`config.mk`:
```
export PLATFORM = sky130hd
export DESIGN_NAME = tracker_pattern_byte_decoder
export DESIGN_NICKNAME = d
export VERILOG_FILES = /design/src/rtl/tpbd_pkg.sv /design/src/rtl/tpbd_chan_state.sv /design/src/rtl/tpbd_decode.sv /design/src/rtl/tracker_pattern_byte_decoder.sv
export SDC_FILE = /design/constraint.sdc
export NUM_CORES = 1
export LEC_CHECK = 0
export BUFFER_PORTS_ARGS = -buffer_cell sky130_fd_sc_hd__buf_4
export CORE_UTILIZATION = 60
export DETAILED_ROUTE_END_ITERATION = 6
export PLACE_DENSITY = 0.8
export RECOVER_POWER = 100
export SETUP_SLACK_MARGIN = 0.1
export SYNTH_ARGS = -nofsm -noshare
export SYNTH_HDL_FRONTEND = slang
export SYNTH_SLANG_ARGS = --single-unit
export TNS_END_PERCENT = 30
```
`constraint.sdc`:
```
create_clock -name clock -period 9.1 [get_ports clock]
set_input_delay 2.275 -clock clock [delete_from_list [all_inputs] [get_ports clock]]
set_output_delay 2.275 -clock clock [all_outputs]
set_load 0.005 [all_outputs]
```
`src/rtl/tpbd_pkg.sv`:
```
`timescale 1ns / 1ps
// Shared types and constants for the tracker pattern byte decoder.
// No dependencies; imported by every module of the block.

package tpbd_pkg;

   localparam int NUM_CHANNELS = 3;

   // Byte class boundaries (last code of each class unless noted)
   localparam logic [7:0] CODE_IGNORE     = 8'h00;
   localparam logic [7:0] CODE_NOTE_LAST  = 8'h60;
   localparam logic [7:0] CODE_SMP_BASE   = 8'h60;
   localparam logic [7:0] CODE_SMP_LAST   = 8'h6f;
   localparam logic [7:0] CODE_ORN_BASE   = 8'h6f;
   localparam logic [7:0] CODE_ORN_LAST   = 8'h7f;
   localparam logic [7:0] CODE_SKIP_BASE  = 8'h80;
   localparam logic [7:0] CODE_SKIP_LAST  = 8'hbf;
   localparam logic [7:0] CODE_ENV_PLAIN  = 8'hc0;
   localparam logic [7:0] CODE_ENV_LAST   = 8'hcf;
   localparam logic [7:0] CODE_REL_LAST   = 8'hdf;
   localparam logic [7:0] CODE_EMPTY_LAST = 8'hef;
   localparam logic [7:0] CODE_GLIDE      = 8'hf0;
   localparam logic [7:0] CODE_VOL_BASE   = 8'hf0;

   typedef enum logic [1:0] {
      AWAIT_NONE  = 2'd0,
      AWAIT_ENV   = 2'd1,
      AWAIT_GLIDE = 2'd2
   } await_type;

   typedef enum logic [1:0] {
      LINE_NOTE    = 2'd0,
      LINE_RELEASE = 2'd1,
      LINE_EMPTY   = 2'd2
   } line_kind_type;

   localparam logic [1:0] ENV_KEEP = 2'd0;
   localparam logic [1:0] ENV_ON   = 2'd1;
   localparam logic [1:0] ENV_OFF  = 2'd2;

   // Per-channel line record plus the channel's skip period
   typedef struct packed {
      await_type   await_param;
      logic [3:0]  sample;
      logic [4:0]  ornament;
      logic [3:0]  volume;
      logic [1:0]  env_mode;
      logic [3:0]  env_shape;
      logic [7:0]  env_value;
      logic        glide_valid;
      logic [7:0]  glide;
      logic [5:0]  skip_period;
   } rec_type;

   // One completed line, without its channel
   typedef struct packed {
      line_kind_type line_kind;
      logic [6:0]    note_value;
      logic [3:0]    sample_sel;
      logic [4:0]    ornament_sel;
      logic [3:0]    volume_sel;
      logic [1:0]    env_mode;
      logic [3:0]    env_shape;
      logic [7:0]    env_value;
      logic          glide_valid;
      logic [7:0]    glide;
      logic [5:0]    empty_rows;
   } line_type;

endpackage

```
`src/rtl/tpbd_chan_state.sv`:
```
`timescale 1ns / 1ps
// Per-channel record registers with one read port and one write port, selected by channel.
// Depends on tpbd_pkg.

module tpbd_chan_state
   import tpbd_pkg::*;
(
   input  logic       clock,
   input  logic       reset,
   input  logic [1:0] chan,
   input  logic       wr_en,
   input  rec_type    wr_rec,
   output logic       chan_ok,
   output rec_type    rd_rec
);

   rec_type                  rec_ff [NUM_CHANNELS];
   rec_type                  rec_in [NUM_CHANNELS];
   logic [NUM_CHANNELS-1:0]  hit;

   always_comb begin
      rd_rec = '0;
      for (int i = 0; i < NUM_CHANNELS; i++) begin
         hit[i] = ({2'b00, chan} == 4'(i));
         if (hit[i]) begin
            rd_rec = rec_ff[i];
         end
      end
      chan_ok = |hit;
   end

   always_comb begin
      for (int i = 0; i < NUM_CHANNELS; i++) begin
         rec_in[i] = (wr_en && hit[i]) ? wr_rec : rec_ff[i];
      end
   end

   always_ff @(posedge clock) begin
      for (int i = 0; i < NUM_CHANNELS; i++) begin
         if (reset) begin
            rec_ff[i] <= '0;
         end else begin
            rec_ff[i] <= rec_in[i];
         end
      end
   end

endmodule

```
`src/rtl/tpbd_decode.sv`:
```
`timescale 1ns / 1ps
// Decodes one pattern byte against its channel's record: next record and completed line.
// Depends on tpbd_pkg.

module tpbd_decode
   import tpbd_pkg::*;
(
   input  rec_type    cur_rec,
   input  logic       new_pattern,
   input  logic [7:0] code_byte,
   output rec_type    next_rec,
   output logic       line_done,
   output line_type   line
);

   rec_type        base_rec;
   line_kind_type  kind;
   logic [6:0]     note;

   always_comb begin
      base_rec  = new_pattern ? rec_type'('0) : cur_rec;
      next_rec  = base_rec;
      line_done = 1'b0;
      kind      = LINE_NOTE;
      note      = '0;

      if (base_rec.await_param == AWAIT_ENV) begin
         next_rec.env_value   = code_byte;
         next_rec.await_param = AWAIT_NONE;
      end else if (base_rec.await_param == AWAIT_GLIDE) begin
         next_rec.glide       = code_byte;
         next_rec.glide_valid = 1'b1;
         next_rec.await_param = AWAIT_NONE;
      end else if (code_byte == CODE_IGNORE) begin
         next_rec = base_rec;
      end else if (code_byte <= CODE_NOTE_LAST) begin
         line_done = 1'b1;
         note      = 7'(code_byte - 8'd1);
      end else if (code_byte <= CODE_SMP_LAST) begin
         next_rec.sample = 4'(code_byte - CODE_SMP_BASE);
      end else if (code_byte <= CODE_ORN_LAST) begin
         next_rec.ornament    = 5'(code_byte - CODE_ORN_BASE);
         next_rec.env_mode    = ENV_OFF;
         next_rec.env_shape   = '0;
         next_rec.env_value   = '0;
         next_rec.glide_valid = 1'b1;
         next_rec.glide       = '0;
      end else if (code_byte <= CODE_SKIP_LAST) begin
         next_rec.skip_period = 6'(code_byte - CODE_SKIP_BASE);
      end else if (code_byte <= CODE_ENV_LAST) begin
         next_rec.env_mode    = ENV_ON;
         next_rec.env_shape   = code_byte[3:0];
         next_rec.env_value   = '0;
         next_rec.ornament    = 5'd1;
         next_rec.glide_valid = 1'b1;
         next_rec.glide       = '0;
         if (code_byte != CODE_ENV_PLAIN) begin
            next_rec.await_param = AWAIT_ENV;
         end
      end else if (code_byte <= CODE_REL_LAST) begin
         line_done = 1'b1;
         kind      = LINE_RELEASE;
      end else if (code_byte <= CODE_EMPTY_LAST) begin
         line_done = 1'b1;
         kind      = LINE_EMPTY;
      end else if (code_byte == CODE_GLIDE) begin
         next_rec.await_param = AWAIT_GLIDE;
      end else begin
         next_rec.volume = 4'(code_byte - CODE_VOL_BASE);
      end

      // A completed line clears the record but keeps the skip period
      if (line_done) begin
         next_rec             = '0;
         next_rec.skip_period = base_rec.skip_period;
      end
   end

   always_comb begin
      line.line_kind    = kind;
      line.note_value   = note;
      line.sample_sel   = base_rec.sample;
      line.ornament_sel = base_rec.ornament;
      line.volume_sel   = base_rec.volume;
      line.env_mode     = base_rec.env_mode;
      line.env_shape    = base_rec.env_shape;
      line.env_value    = base_rec.env_value;
      line.glide_valid  = base_rec.glide_valid;
      line.glide        = base_rec.glide;
      line.empty_rows   = base_rec.skip_period;
   end

endmodule

```
`src/rtl/tracker_pattern_byte_decoder.sv`:
```
`timescale 1ns / 1ps
// Top level of the tracker pattern byte decoder: input register, decode, result register.
// Depends on tpbd_pkg, tpbd_chan_state and tpbd_decode.
//
// Usage:
//   The req_ channel carries one pattern byte per word, tagged with its channel
//   and a new-pattern flag. The rsp_ channel carries one completed line record
//   per word; a note, release or empty byte produces a line, every other byte
//   only updates the channel's pending record or skip period. Bytes tagged
//   with a channel at or above NUM_CHANNELS are dropped.
//   A word in the input register is decoded once the result register is free;
//   its line, if any, is loaded there and shows on rsp_valid. One word per cycle
//   is taken while the receiver keeps up; a byte for the same channel may follow
//   immediately. Throughput is set by the single decode stage between the input
//   register and the result register, which reads and writes the channel record
//   in the same cycle.
//   Reset clears all channel records and skip periods and empties both
//   registers. When the receiver stalls, the result register holds its line and
//   the input register holds one word; req_ready drops once both are full.

module tracker_pattern_byte_decoder
   import tpbd_pkg::*;
(
   input  logic              clock,
   input  logic              reset,
   input  logic              req_valid,
   output logic              req_ready,
   input  logic [1:0]        req_chan,
   input  logic              req_new_pattern,
   input  logic [7:0]        req_code_byte,
   output logic              rsp_valid,
   input  logic              rsp_ready,
   output logic [1:0]        rsp_out_chan,
   output logic [1:0]        rsp_line_kind,
   output logic [6:0]        rsp_note_value,
   output logic [3:0]        rsp_sample_sel,
   output logic [4:0]        rsp_ornament_sel,
   output logic [3:0]        rsp_volume_sel,
   output logic [1:0]        rsp_env_mode,
   output logic [3:0]        rsp_env_shape,
   output logic [7:0]        rsp_env_value,
   output logic              rsp_glide_valid,
   output logic signed [7:0] rsp_glide,
   output logic [5:0]        rsp_empty_rows
);

   logic       in_valid_ff, in_valid_in;
   logic [1:0] in_chan_ff;
   logic       in_new_ff;
   logic [7:0] in_byte_ff;

   logic       out_valid_ff, out_valid_in;
   logic [1:0] out_chan_ff;
   line_type   out_line_ff;

   logic       out_free;
   logic       fire;
   logic       chan_ok;
   rec_type    cur_rec;
   rec_type    next_rec;
   logic       line_done;
   line_type   line;

   assign out_free  = !out_valid_ff || rsp_ready;
   assign fire      = in_valid_ff && out_free;
   assign req_ready = !in_valid_ff || out_free;

   tpbd_chan_state u_state (
      .clock   (clock),
      .reset   (reset),
      .chan    (in_chan_ff),
      .wr_en   (fire && chan_ok),
      .wr_rec  (next_rec),
      .chan_ok (chan_ok),
      .rd_rec  (cur_rec)
   );

   tpbd_decode u_decode (
      .cur_rec     (cur_rec),
      .new_pattern (in_new_ff),
      .code_byte   (in_byte_ff),
      .next_rec    (next_rec),
      .line_done   (line_done),
      .line        (line)
   );

   always_comb begin
      in_valid_in = in_valid_ff;
      if (req_valid && req_ready) begin
         in_valid_in = 1'b1;
      end else if (fire) begin
         in_valid_in = 1'b0;
      end
   end

   always_comb begin
      out_valid_in = out_valid_ff;
      if (fire) begin
         out_valid_in = chan_ok && line_done;
      end else if (rsp_ready) begin
         out_valid_in = 1'b0;
      end
   end

   always_ff @(posedge clock) begin
      if (reset) begin
         in_valid_ff  <= 1'b0;
         out_valid_ff <= 1'b0;
      end else begin
         in_valid_ff  <= in_valid_in;
         out_valid_ff <= out_valid_in;
      end
   end

   // Payload registers: load on acceptance, hold otherwise
   always_ff @(posedge clock) begin
      if (req_valid && req_ready) begin
         in_chan_ff <= req_chan;
         in_new_ff  <= req_new_pattern;
         in_byte_ff <= req_code_byte;
      end
      if (fire && chan_ok && line_done) begin
         out_chan_ff <= in_chan_ff;
         out_line_ff <= line;
      end
   end

   assign rsp_valid        = out_valid_ff;
   assign rsp_out_chan     = out_chan_ff;
   assign rsp_line_kind    = out_line_ff.line_kind;
   assign rsp_note_value   = out_line_ff.note_value;
   assign rsp_sample_sel   = out_line_ff.sample_sel;
   assign rsp_ornament_sel = out_line_ff.ornament_sel;
   assign rsp_volume_sel   = out_line_ff.volume_sel;
   assign rsp_env_mode     = out_line_ff.env_mode;
   assign rsp_env_shape    = out_line_ff.env_shape;
   assign rsp_env_value    = out_line_ff.env_value;
   assign rsp_glide_valid  = out_line_ff.glide_valid;
   assign rsp_glide        = signed'(out_line_ff.glide);
   assign rsp_empty_rows   = out_line_ff.empty_rows;

endmodule

```
==> results of run 1 <==
[placed cells by master (no fill, tap or decap), drive strengths merged, types with 17 or more instances in the layout]
cell type	n
dfxtp	134
nor2	87
clkbuf	87
nand2	84
edfxtp	64
o21ai	64
a22o	51
mux2i	45
nand3	43
o2bb2ai	30
a2bb2oi	26
inv	21
nor3	17
[report_power, final]
part	switching, µW	internal [µW]
logic	75.2	39.3
clock network	341	439
registers	16.4	924
total	433	1400
[state kept, by name, summed over array words and instances (netlist names), 2 cells and up]
name / count
rsp_volume_sel: 4
rsp_glide: 8
rsp_env_value: 8
rsp_out_chan: 2
rsp_line_kind: 2
in_byte_ff: 8
in_chan_ff: 2
rsp_note_value: 7
rsp_sample_sel: 4
rsp_ornament_sel: 5
u_state.rec_ff: 132
rsp_empty_rows: 6
rsp_env_mode: 2
rsp_env_shape: 4
[path summary, 6_finish.rpt]
| kind | to | slack [ns] | depth (start not counted) |
|---|---|---|---|
| setup / recovery | u_state.rec_ff[1][36] | 2.18 | 9 |
| setup reg to reg | u_state.rec_ff[1][36] | 2.18 | 9 |
| hold / removal | u_state.rec_ff[1][41] | 0.46 | 2 |
| hold reg to reg | u_state.rec_ff[1][41] | 0.46 | 2 |
[worst max-delay path, delay by kind of cell, from the launching register on]
family | cells | cell delay [ns]
buf+inv | 1 | 1.93
flops | 1 | 0.32
simple gates | 4 | 3.04
fa+ha+maj | 1 | 0.51
compound gates | 3 | 0.96
[logic make-up after synthesis]
| family | Yosys count | synth area share |
|---|---|---|
| mux | 47 | 0.0554 |
| simple gates | 271 | 0.154 |
| compound gates | 219 | 0.191 |
| fa+ha+maj | 5 | 0.00733 |
| xor+xnor | 7 | 0.00718 |
| flops | 198 | 0.540 |
| buf+inv | 88 | 0.0453 |
[layout make-up]
cell class	count	area (µm²)
Tap cell	180	225
Multi-Input combinational cell	549	3520
Inverter	17	63.8
Clock inverter	15	191
Sequential cell	198	4600
Clock buffer	17	425
Timing Repair Buffer	81	589
Fill cell	999	4260
[metal layers]
| metal | global-route usage | routed length, µm |
|---|---|---|
| met5 | 0 | 0 |
| met2 | 0.504 | 10500 |
| met3 | 0.0522 | 1620 |
| met4 | 0.136 | 567 |
| met1 | 0.390 | 8960 |
[stage by stage]
stage          instances  hold WS, ns   util
6_report            1057        0.465  0.693
3_5_place_dp        1025        0.446  0.652
4_1_cts             1057        0.460  0.697
3_3_place_gp        1025        0.435  0.652
5_1_grt             1057        0.477  0.693
2_1_floorplan        835        0.421      -
[Yosys cell counts (3+ instances only)]
cell / n / area share
a2bb2oi_1: 26 / 0.027
nand2b_1: 5 / 0.0037
buf_4: 6 / 0.0053
clkbuf_1: 39 / 0.017
or2_2: 6 / 0.0044
or3_1: 3 / 0.0022
mux2i_1: 45 / 0.053
o31ai_1: 6 / 0.0053
nor2_1: 82 / 0.036
o2bb2ai_1: 30 / 0.031
o41ai_1: 15 / 0.015
xor2_1: 4 / 0.0041
o21ai_0: 20 / 0.012
buf_1: 9 / 0.0040
a22o_1: 51 / 0.052
nand3_1: 43 / 0.025
nor3b_2: 3 / 0.0044
inv_1: 15 / 0.0066
nor2_2: 5 / 0.0037
xnor2_1: 3 / 0.0031
nor2b_1: 3 / 0.0022
nor3_1: 15 / 0.0088
buf_2: 15 / 0.0088
edfxtp_1: 64 / 0.23
o21ai_1: 44 / 0.026
nand2_1: 84 / 0.037
ha_1: 5 / 0.0073
dfxtp_1: 134 / 0.31
a21oi_1: 13 / 0.0076
==> out/qor.txt, run 1 <==
Slew Limit Fails = 149
MaxCap Viol Count = 4
Failing checks = max-capacitance violations, max-slew violations
Slew HR = -1.55
Port bufs = 69
Setup ws final = 2.18 ns
Crit path time final = 6.92 ns
Fin. Hold Viols = 0
CP required = 9.43 ns
Critical path, cell by cell = clkbuf_1 -> nor2b_1 -> a32oi_1 -> ha_1 -> nor4b_1 -> nor2b_1 -> nor2_1 -> a22o_1 -> a22o_1
PD cells = 191 nW/µm²
Fmax achieved = 0.145 GHz
Layout net count = 884
Min-delay src = u_state.rec_ff[1][41]
Measured slew at the worst slew-check pin = 3.82 ns
HP Class = flop to flop
Crit-path max cell delay = 1.93 ns
Core area = 13,900 µm²
Fin area = 9620 µm²
Die Y = 121 µm
EDFF count, synth = 64
DP Worst Slack = 3.93 ns
Total GRT Usage = 0.304
Grt ovf = 0
# setup viols final = 0
Initial DRC count = 646
Clk buf depth = 2
Ys flop type = dfxtp_1
IO Count = 70
Ys Warns = 0
Worst-path clk slew = 0.07 ns
Area of the die = 14,700 µm²
Yosys reg bits = 198
CP Data Arrival Time = 7.25 ns
Largest net degree at the start of global routing = 54
Sum Neg Setup Slack = 0 ns
Via density = 6.45
Sink Count = 198
Avg Cell Area, Syn = 10.2 µm²
Initial Util = 0.615
Clock tree from TritonCTS = yes
Post-Syn Instances = 835
Placed cell areas = 9050 µm²
Critical path launch point = in_chan_ff[0]
DRC Markers = 0
N_diodes = 0
Area growth, synth to finish = 12.7%
Synth cell types = 60
Final period util = 0.760
Root buf cell = clkbuf_16
RSZ-0062 raised after global routing = no
Share of cells above drive strength 1 = 0.145
Worst r2r src = in_chan_ff[0]
CP max-delay cell = clkbuf_1
Seq/Total Area, Yosys = 0.540
Cts bufs inserted = 17
Leak Pwr = 0.00358 µW
CTS Hold Bufs = 0
CTS resizes = 0
VDD IR max = 151 µV
Skew final = 0.00731 ns
Total power = 1840 µW
Antenna violations before repair = 0
Vias in the first global route = 6,621
Wirelength, routed = 21.7 mm
Setup Buffers After CTS = 0
DR pass1 iterations = 5
Post-Synthesis Net Count = 855
Global-route wire length before repair = 34.3 mm
H-tree Lvls = 4
Crit. End Element = flop
Post-route ant nets = 0
Synth async-reset ratio = 0
Mapped Area = 8530 µm²
Die W = 121 µm
Startpoint types = flop
Detailed placement HPWL = 12.9 mm
Status = complete, but fails checks
Via count = 6,813
RD Place Congestion = 0.821
Setup CP Type = flop to flop
Clk_lat worst skew = 0.44 ns
WL per Instance = 20.5 µm
Crit-path max FO = 50
Floorplan row count = 43
(Power assumes the default switching activity.)
==> run 2, diff against run 1 <==
Settings changed: CORE_UTILIZATION 60 to 54, PLACE_DENSITY 0.8 to 0.76.
Clock period 9.1 ns to 6.2 ns, I/O delays scaled along.
==> run 2 against run 1 <==
The flow still finishes with violations (max-capacitance violations, max-slew violations). Non-clock buffer count is 5 higher. Design area hardly changed. Combinational power is 47% higher. Largest cell class unchanged.
==> out/qor.txt, run 2 (synthesis results as in run 1) <==
Clock tree from TritonCTS = yes (unchanged)
Crit-path max FO = 27 (was 50)
Layout net count = 889 (was 884)
CTS resizes = 0 (unchanged)
Worst r2r src = in_chan_ff[1] (was in_chan_ff[0])
Sum Neg Setup Slack = 0 ns (unchanged)
Antenna violations before repair = 0 (unchanged)
Worst setup path endpoint = rsp_glide[3] (was u_state.rec_ff[1][36])
H-tree Lvls = 4 (unchanged)
N_diodes = 0 (unchanged)
Global-route wire length before repair = 34.9 mm (was 34.3 mm)
Number of fill cells in the layout = 1,254 (was 999)
Setup Buffers After CTS = 0 (unchanged)
Clk_lat worst skew = 0.44 ns (about the same)
GRT met1 Usage = 0.357 (was 0.390)
Sink Count = 198 (unchanged)
Area growth, synth to finish = 12.7% (about the same)
Die W = 128 µm (was 121 µm)
Crit path time final = 4.91 ns (was 6.92 ns)
Via density = 6.27 (was 6.45)
Die Y = 128 µm (was 121 µm)
PD cells = 272 nW/µm² (was 191 nW/µm²)
Via count = 6,848 (was 6,813)
Core area = 15,300 µm² (was 13,900 µm²)
WL per Instance = 20.1 µm (was 20.5 µm)
R2R Path End = rsp_glide[3] (was u_state.rec_ff[1][36])
Detailed placement HPWL = 13.5 mm (was 12.9 mm)
Fmax achieved = 0.203 GHz (was 0.145 GHz)
Wirelength, routed = 22.0 mm (was 21.7 mm)
DR pass1 iterations = 5 (unchanged)
Area of the die = 16,300 µm² (was 14,700 µm²)
Vias in the first global route = 6,769 (was 6,621)
Worst-path clk slew = 0.07 ns (about the same)
Measured slew at the worst slew-check pin = 2.02 ns (was 3.82 ns)
Initial DRC count = 797 (was 646)
Grt peak-use layer = met2 (unchanged)
Cts bufs inserted = 17 (unchanged)
IO Count = 70 (unchanged)
CTS Hold Bufs = 0 (unchanged)
Finished Layout Cells = 1,093 (was 1,057)
CP required = 6.32 ns (was 9.43 ns)
Crit. End Element = flop (unchanged)
Initial Util = 0.557 (was 0.615)
DRC Markers = 0 (unchanged)
Post-route ant nets = 0 (unchanged)
Leak Pwr = 0.00357 µW (was 0.00358 µW)
Slew HR = -0.345 (was -1.55)
CP Data Arrival Time = 5.03 ns (was 7.25 ns)
Port bufs = 69 (unchanged)
Largest net degree at the start of global routing = 50 (was 54)
Critical path launch point = in_chan_ff[1] (was in_chan_ff[0])
Grt ovf = 0 (unchanged)
Failing checks = max-capacitance violations, max-slew violations (unchanged)
Slew Limit Fails = 57 (was 149)
MaxCap Viol Count = 2 (was 4)
R2R cell count = 11 (was 9)
Fin. Hold Viols = 0 (unchanged)
Startpoint types = flop (unchanged)
Root buf cell = clkbuf_16 (unchanged)
Commonest cells after routing, fill and taps aside = dfxtp_1 (134), nand2_1 (84), nor2_1 (84) (was dfxtp_1 (134), nor2_1 (85), nand2_1 (84))
Setup CP Type = flop to flop (unchanged)
Clk buf depth = 2 (unchanged)
Total GRT Usage = 0.277 (was 0.304)
Met2 global-route usage = 0.458 (was 0.504)
Skew final = 0.00972 ns (was 0.00731 ns)
Floorplan row count = 45 (was 43)
Largest Register = u_state.rec_ff (unchanged)
FF/Latch Area = 4600 µm² (unchanged)
Commonest non-fill, non-tap cell in the layout = dfxtp_1 (unchanged)
GR Util met3 = 0.0576 (was 0.0522)
Status = complete, but fails checks (unchanged)
Multi-input gate area = 3510 µm² (was 3520 µm²)
RD Place Congestion = 0.860 (was 0.821)
HP Class = flop to flop (unchanged)
# setup viols final = 0 (unchanged)
Share of cells above drive strength 1 = 0.141 (was 0.145)
Dpl cells = 1,061 (was 1,025)
Max reg flops = 132 (unchanged)
RSZ-0062 raised after global routing = no (unchanged)
R2r setup slk = 1.29 ns (was 2.18 ns)
VDD IR max = 189 µV (was 151 µV)
Final period util = 0.793 (was 0.760)
-- run 2: how the worst min path moves through the flow --
stage	end	slack (ns)	start	depth (start not counted)
after floorplan	rsp_out_chan[1]	0.42	in_chan_ff[1]	0
after global placement	u_state.rec_ff[1][37]	0.44	u_state.rec_ff[1][37]	2
after detailed placement	u_state.rec_ff[1][38]	0.45	u_state.rec_ff[1][38]	2
after CTS	u_state.rec_ff[1][41]	0.46	u_state.rec_ff[1][41]	2
after global routing	u_state.rec_ff[2][37]	0.48	u_state.rec_ff[2][37]	1
final	u_state.rec_ff[1][38]	0.46	u_state.rec_ff[1][38]	2
-- run 2: worst max-delay path, cell delays in order (launching register included) --
cell and delay [ns]:
edfxtp_1 0.34, clkbuf_1 1.45, mux2_1 0.40, a32oi_1 0.25, inv_2 0.08, ha_1 0.39, nor2_1 0.19, nand2_1 0.13
nor3_1 0.30, nand3_1 0.19, nor2_4 0.45, buf_4 0.39
-- run 2: final cells by class --
class / count / share of cell area
clock inverters: 13 / 0.0138
repair buffers: 86 / 0.0632
well taps: 211 / 0.0274
flip-flops and latches: 198 / 0.479
inverters: 17 / 0.00663
multi-input cells: 549 / 0.365
clock buffers: 19 / 0.0450
-- run 2: per-layer routing --
metal  wire length [µm]  part of all wire
met1               9150              0.42
met2              10600              0.48
met3               1750             0.080
met4                503             0.023
met5                  0                 0
-- run 2: where the power goes --
| group | total, µW | leakage (µW) | internal [µW] | switching, µW |
|---|---|---|---|---|
| clock network | 1070 | 0.000272 | 592 | 476 |
| logic | 168 | 0.00162 | 54.8 | 113 |
| registers | 1380 | 0.00167 | 1360 | 21.5 |
| total | 2610 | 0.00357 | 2000 | 611 |
-- run 2: metrics by stage --
step / setup slack, ns / power, µW / util / cell area [µm²] / hold slack (ns)
floorplan: 1.58 / 1510 / - / 8530 / 0.421
global placement: 2.30 / 1570 / 0.596 / 9130 / 0.436
detailed placement: 2.17 / 1580 / 0.596 / 9130 / 0.446
CTS: 2.15 / 2620 / 0.633 / 9700 / 0.455
global route: 0.947 / 2690 / 0.628 / 9620 / 0.477
finish: 1.29 / 2610 / 0.628 / 9620 / 0.455
==> run 3, diff against run 2 <==
Clock period 6.2 ns to 4.5 ns, I/O delays scaled along.
==> run 3 against run 2 <==
Clock skew grew 0.0016 ns. Sequential power up 38%. Non-clock buffer count grew 3. Via count fell by 0.89%. Setup slack got worse by 0.79 ns. Clock power rose by 33%. Hold slack improved by 0.0038 ns. Combinational power up 35%. The run still ends with max-capacitance violations, max-slew violations left. Utilization rose by 0.12 points. First-iteration DRC count shrank 2.6%.
==> out/qor.txt, run 3 (synthesis results as in run 1) <==
N_diodes = 0 (unchanged)
Root buf cell = clkbuf_16 (unchanged)
Via density = 6.19 (was 6.27)
Failing checks = max-capacitance violations, max-slew violations (unchanged)
Wirelength, routed = 21.6 mm (was 22.0 mm)
Initial Util = 0.557 (unchanged)
Sw frac = 0.238 (was 0.234)
Fmax achieved = 0.250 GHz (was 0.203 GHz)
Status = complete, but fails checks (unchanged)
Share of cells above drive strength 1 = 0.142 (was 0.141)
PD cells = 368 nW/µm² (was 272 nW/µm²)
VDD IR max = 291 µV (was 189 µV)
Hold endpoint = u_state.rec_ff[1][41] (was u_state.rec_ff[1][38])
Combinational Power Share = 0.064 (about the same)
Worst-path clk slew = 0.07 ns (about the same)
Min-delay src = u_state.rec_ff[1][41] (was u_state.rec_ff[1][38])
RSZ-0062 raised after global routing = no (unchanged)
# setup viols final = 0 (unchanged)
Commonest cells after routing, fill and taps aside = dfxtp_1 (134), nand2_1 (84), nor2_1 (83) (was dfxtp_1 (134), nand2_1 (84), nor2_1 (84))
Final period util = 0.890 (was 0.793)
HP Class = flop to flop (unchanged)
Global-route wire length before repair = 34.2 mm (was 34.9 mm)
Setup Buffers After CTS = 0 (unchanged)
Largest Register = u_state.rec_ff (unchanged)
Initial DRC count = 776 (was 797)
Die Y = 128 µm (unchanged)
Slew HR = -0.729 (was -0.345)
Worst r2r src = in_chan_ff[1] (unchanged)
Crit-path max FO = 15 (was 27)
Number of fill cells in the layout = 1,263 (was 1,254)
RD Place Congestion = 0.862 (was 0.860)
Floorplan row count = 45 (unchanged)
Largest net degree at the start of global routing = 49 (was 50)
IO Count = 70 (unchanged)
DRC Markers = 0 (unchanged)
Total GRT Usage = 0.272 (was 0.277)
Cts bufs inserted = 17 (unchanged)
Grt ovf = 0 (unchanged)
Internal Power = 2710 µW (was 2000 µW)
CP Data Arrival Time = 4.29 ns (was 5.03 ns)
Skew final = 0.0113 ns (was 0.00972 ns)
Via count = 6,787 (was 6,848)
Leak Pwr = 0.00357 µW (about the same)
Sink Count = 198 (unchanged)
Flop pwr share = 0.537 (was 0.527)
Crit. End Element = flop (unchanged)
CP required = 4.79 ns (was 6.32 ns)
Clk buf depth = 2 (unchanged)
Hold Path Depth = 2 (unchanged)
Layout net count = 892 (was 889)
Setup CP Type = flop to flop (unchanged)
Clock tree from TritonCTS = yes (unchanged)
Measured slew at the worst slew-check pin = 2.59 ns (was 2.02 ns)
Core area = 15,300 µm² (unchanged)
Slew Limit Fails = 49 (was 57)
R2R cell count = 9 (was 11)
Sum Neg Setup Slack = 0 ns (unchanged)
Commonest non-fill, non-tap cell in the layout = dfxtp_1 (unchanged)
Crit path time final = 4.00 ns (was 4.91 ns)
Final core utilization = 0.629 (was 0.628)
Area growth, synth to finish = 12.9% (was 12.7%)
Vias in the first global route = 6,580 (was 6,769)
DR pass1 iterations = 6 (was 5)
Startpoint types = flop (unchanged)
Detailed placement HPWL = 13.3 mm (was 13.5 mm)
Antenna violations before repair = 0 (unchanged)
Max reg flops = 132 (unchanged)
H-tree Lvls = 4 (unchanged)
CTS Hold Bufs = 0 (unchanged)
Post-route ant nets = 0 (unchanged)
Clk pwr share = 0.400 (was 0.408)
Net Switching = 845 µW (was 611 µW)
Clk_lat worst skew = 0.43 ns (was 0.44 ns)
CTS resizes = 0 (unchanged)
MaxCap Viol Count = 1 (was 2)
Port bufs = 69 (unchanged)
Die W = 128 µm (unchanged)
Fin. Hold Viols = 0 (unchanged)
R2R Path End = u_state.rec_ff[1][34] (was rsp_glide[3])
R2r setup slk = 0.50 ns (was 1.29 ns)
Area of the die = 16,300 µm² (unchanged)
WL per Instance = 19.7 µm (was 20.1 µm)
-- run 3: cell types whose count changed in the layout (fill, tap and decap cells not counted), sizes merged --
| cell | previous run | this run |
|---|---|---|
| buf | 16 | 18 |
| inv | 17 | 16 |
| clkinvlp | 2 | 4 |
| bufinv | 2 | 1 |
| clkbuf | 89 | 90 |
-- run 3: layer usage --
metal | routed length (µm) | global-route usage | vias up
li1 | - | - | 3118
met1 | 9130 | 0.346 | 3299
met2 | 10300 | 0.448 | 328
met4 | 516 | 0.116 | 0
met3 | 1630 | 0.0609 | 42
met5 | 0 | 0 | -
-- run 3: power by group through the flow --
| stage | registers, µW | logic, µW | clock network, µW |
|---|---|---|---|
| finish | 1910 | 226 | 1420 |
| global route | 1910 | 241 | 1500 |
| CTS | 1910 | 230 | 1430 |
| detailed placement | 1950 | 229 | 0 |
| global placement | 1950 | 224 | 0 |
| floorplan | 1920 | 161 | 0 |
-- run 3: worst max path at each step --
stage / from / end / slack, ns / cells past startpoint
6_report: in_chan_ff[1] / u_state.rec_ff[1][34] / 0.50 / 9
5_1_grt: in_chan_ff[1] / u_state.rec_ff[1][24] / 0.22 / 9
4_1_cts: in_chan_ff[1] / rsp_env_shape[1] / 0.69 / 10
3_5_place_dp: in_chan_ff[1] / rsp_env_shape[1] / 0.73 / 10
3_3_place_gp: in_chan_ff[1] / rsp_env_shape[1] / 0.86 / 10
2_1_floorplan: in_chan_ff[1] / rsp_empty_rows[0] / 0.75 / 10
-- run 3: area by class of cell --
type | instances | area (µm²) | area share
clock buffer | 19 | 433 | 0.0449
clock inverter | 13 | 109 | 0.0113
inverter | 17 | 63.8 | 0.00662
multi-input combinational | 549 | 3520 | 0.365
sequential | 198 | 4600 | 0.478
tap | 211 | 264 | 0.0274
timing repair buffer | 89 | 647 | 0.0671
-- run 3: worst max-delay path, cell delays in order (launching register included) --
cell      delay [ns]
edfxtp_1        0.86
mux2_1          0.39
a32oi_1         0.25
clkinv_1        0.17
ha_1            0.42
nor2_1          0.19
nand2_1         0.14
o31ai_4         0.65
or2_0           0.59
o21ai_0         0.21
-- run 3: per-stage QoR --
step	worst slack (ns)	total power, µW	hold slack (ns)	std cells	instance area, µm²
2_1_floorplan	0.752	2080	0.421	835	8540
3_3_place_gp	0.858	2170	0.437	1064	9170
3_5_place_dp	0.735	2170	0.445	1064	9170
4_1_cts	0.688	3570	0.455	1096	9710
5_1_grt	0.216	3650	0.474	1096	9640
6_report	0.496	3550	0.459	1096	9640
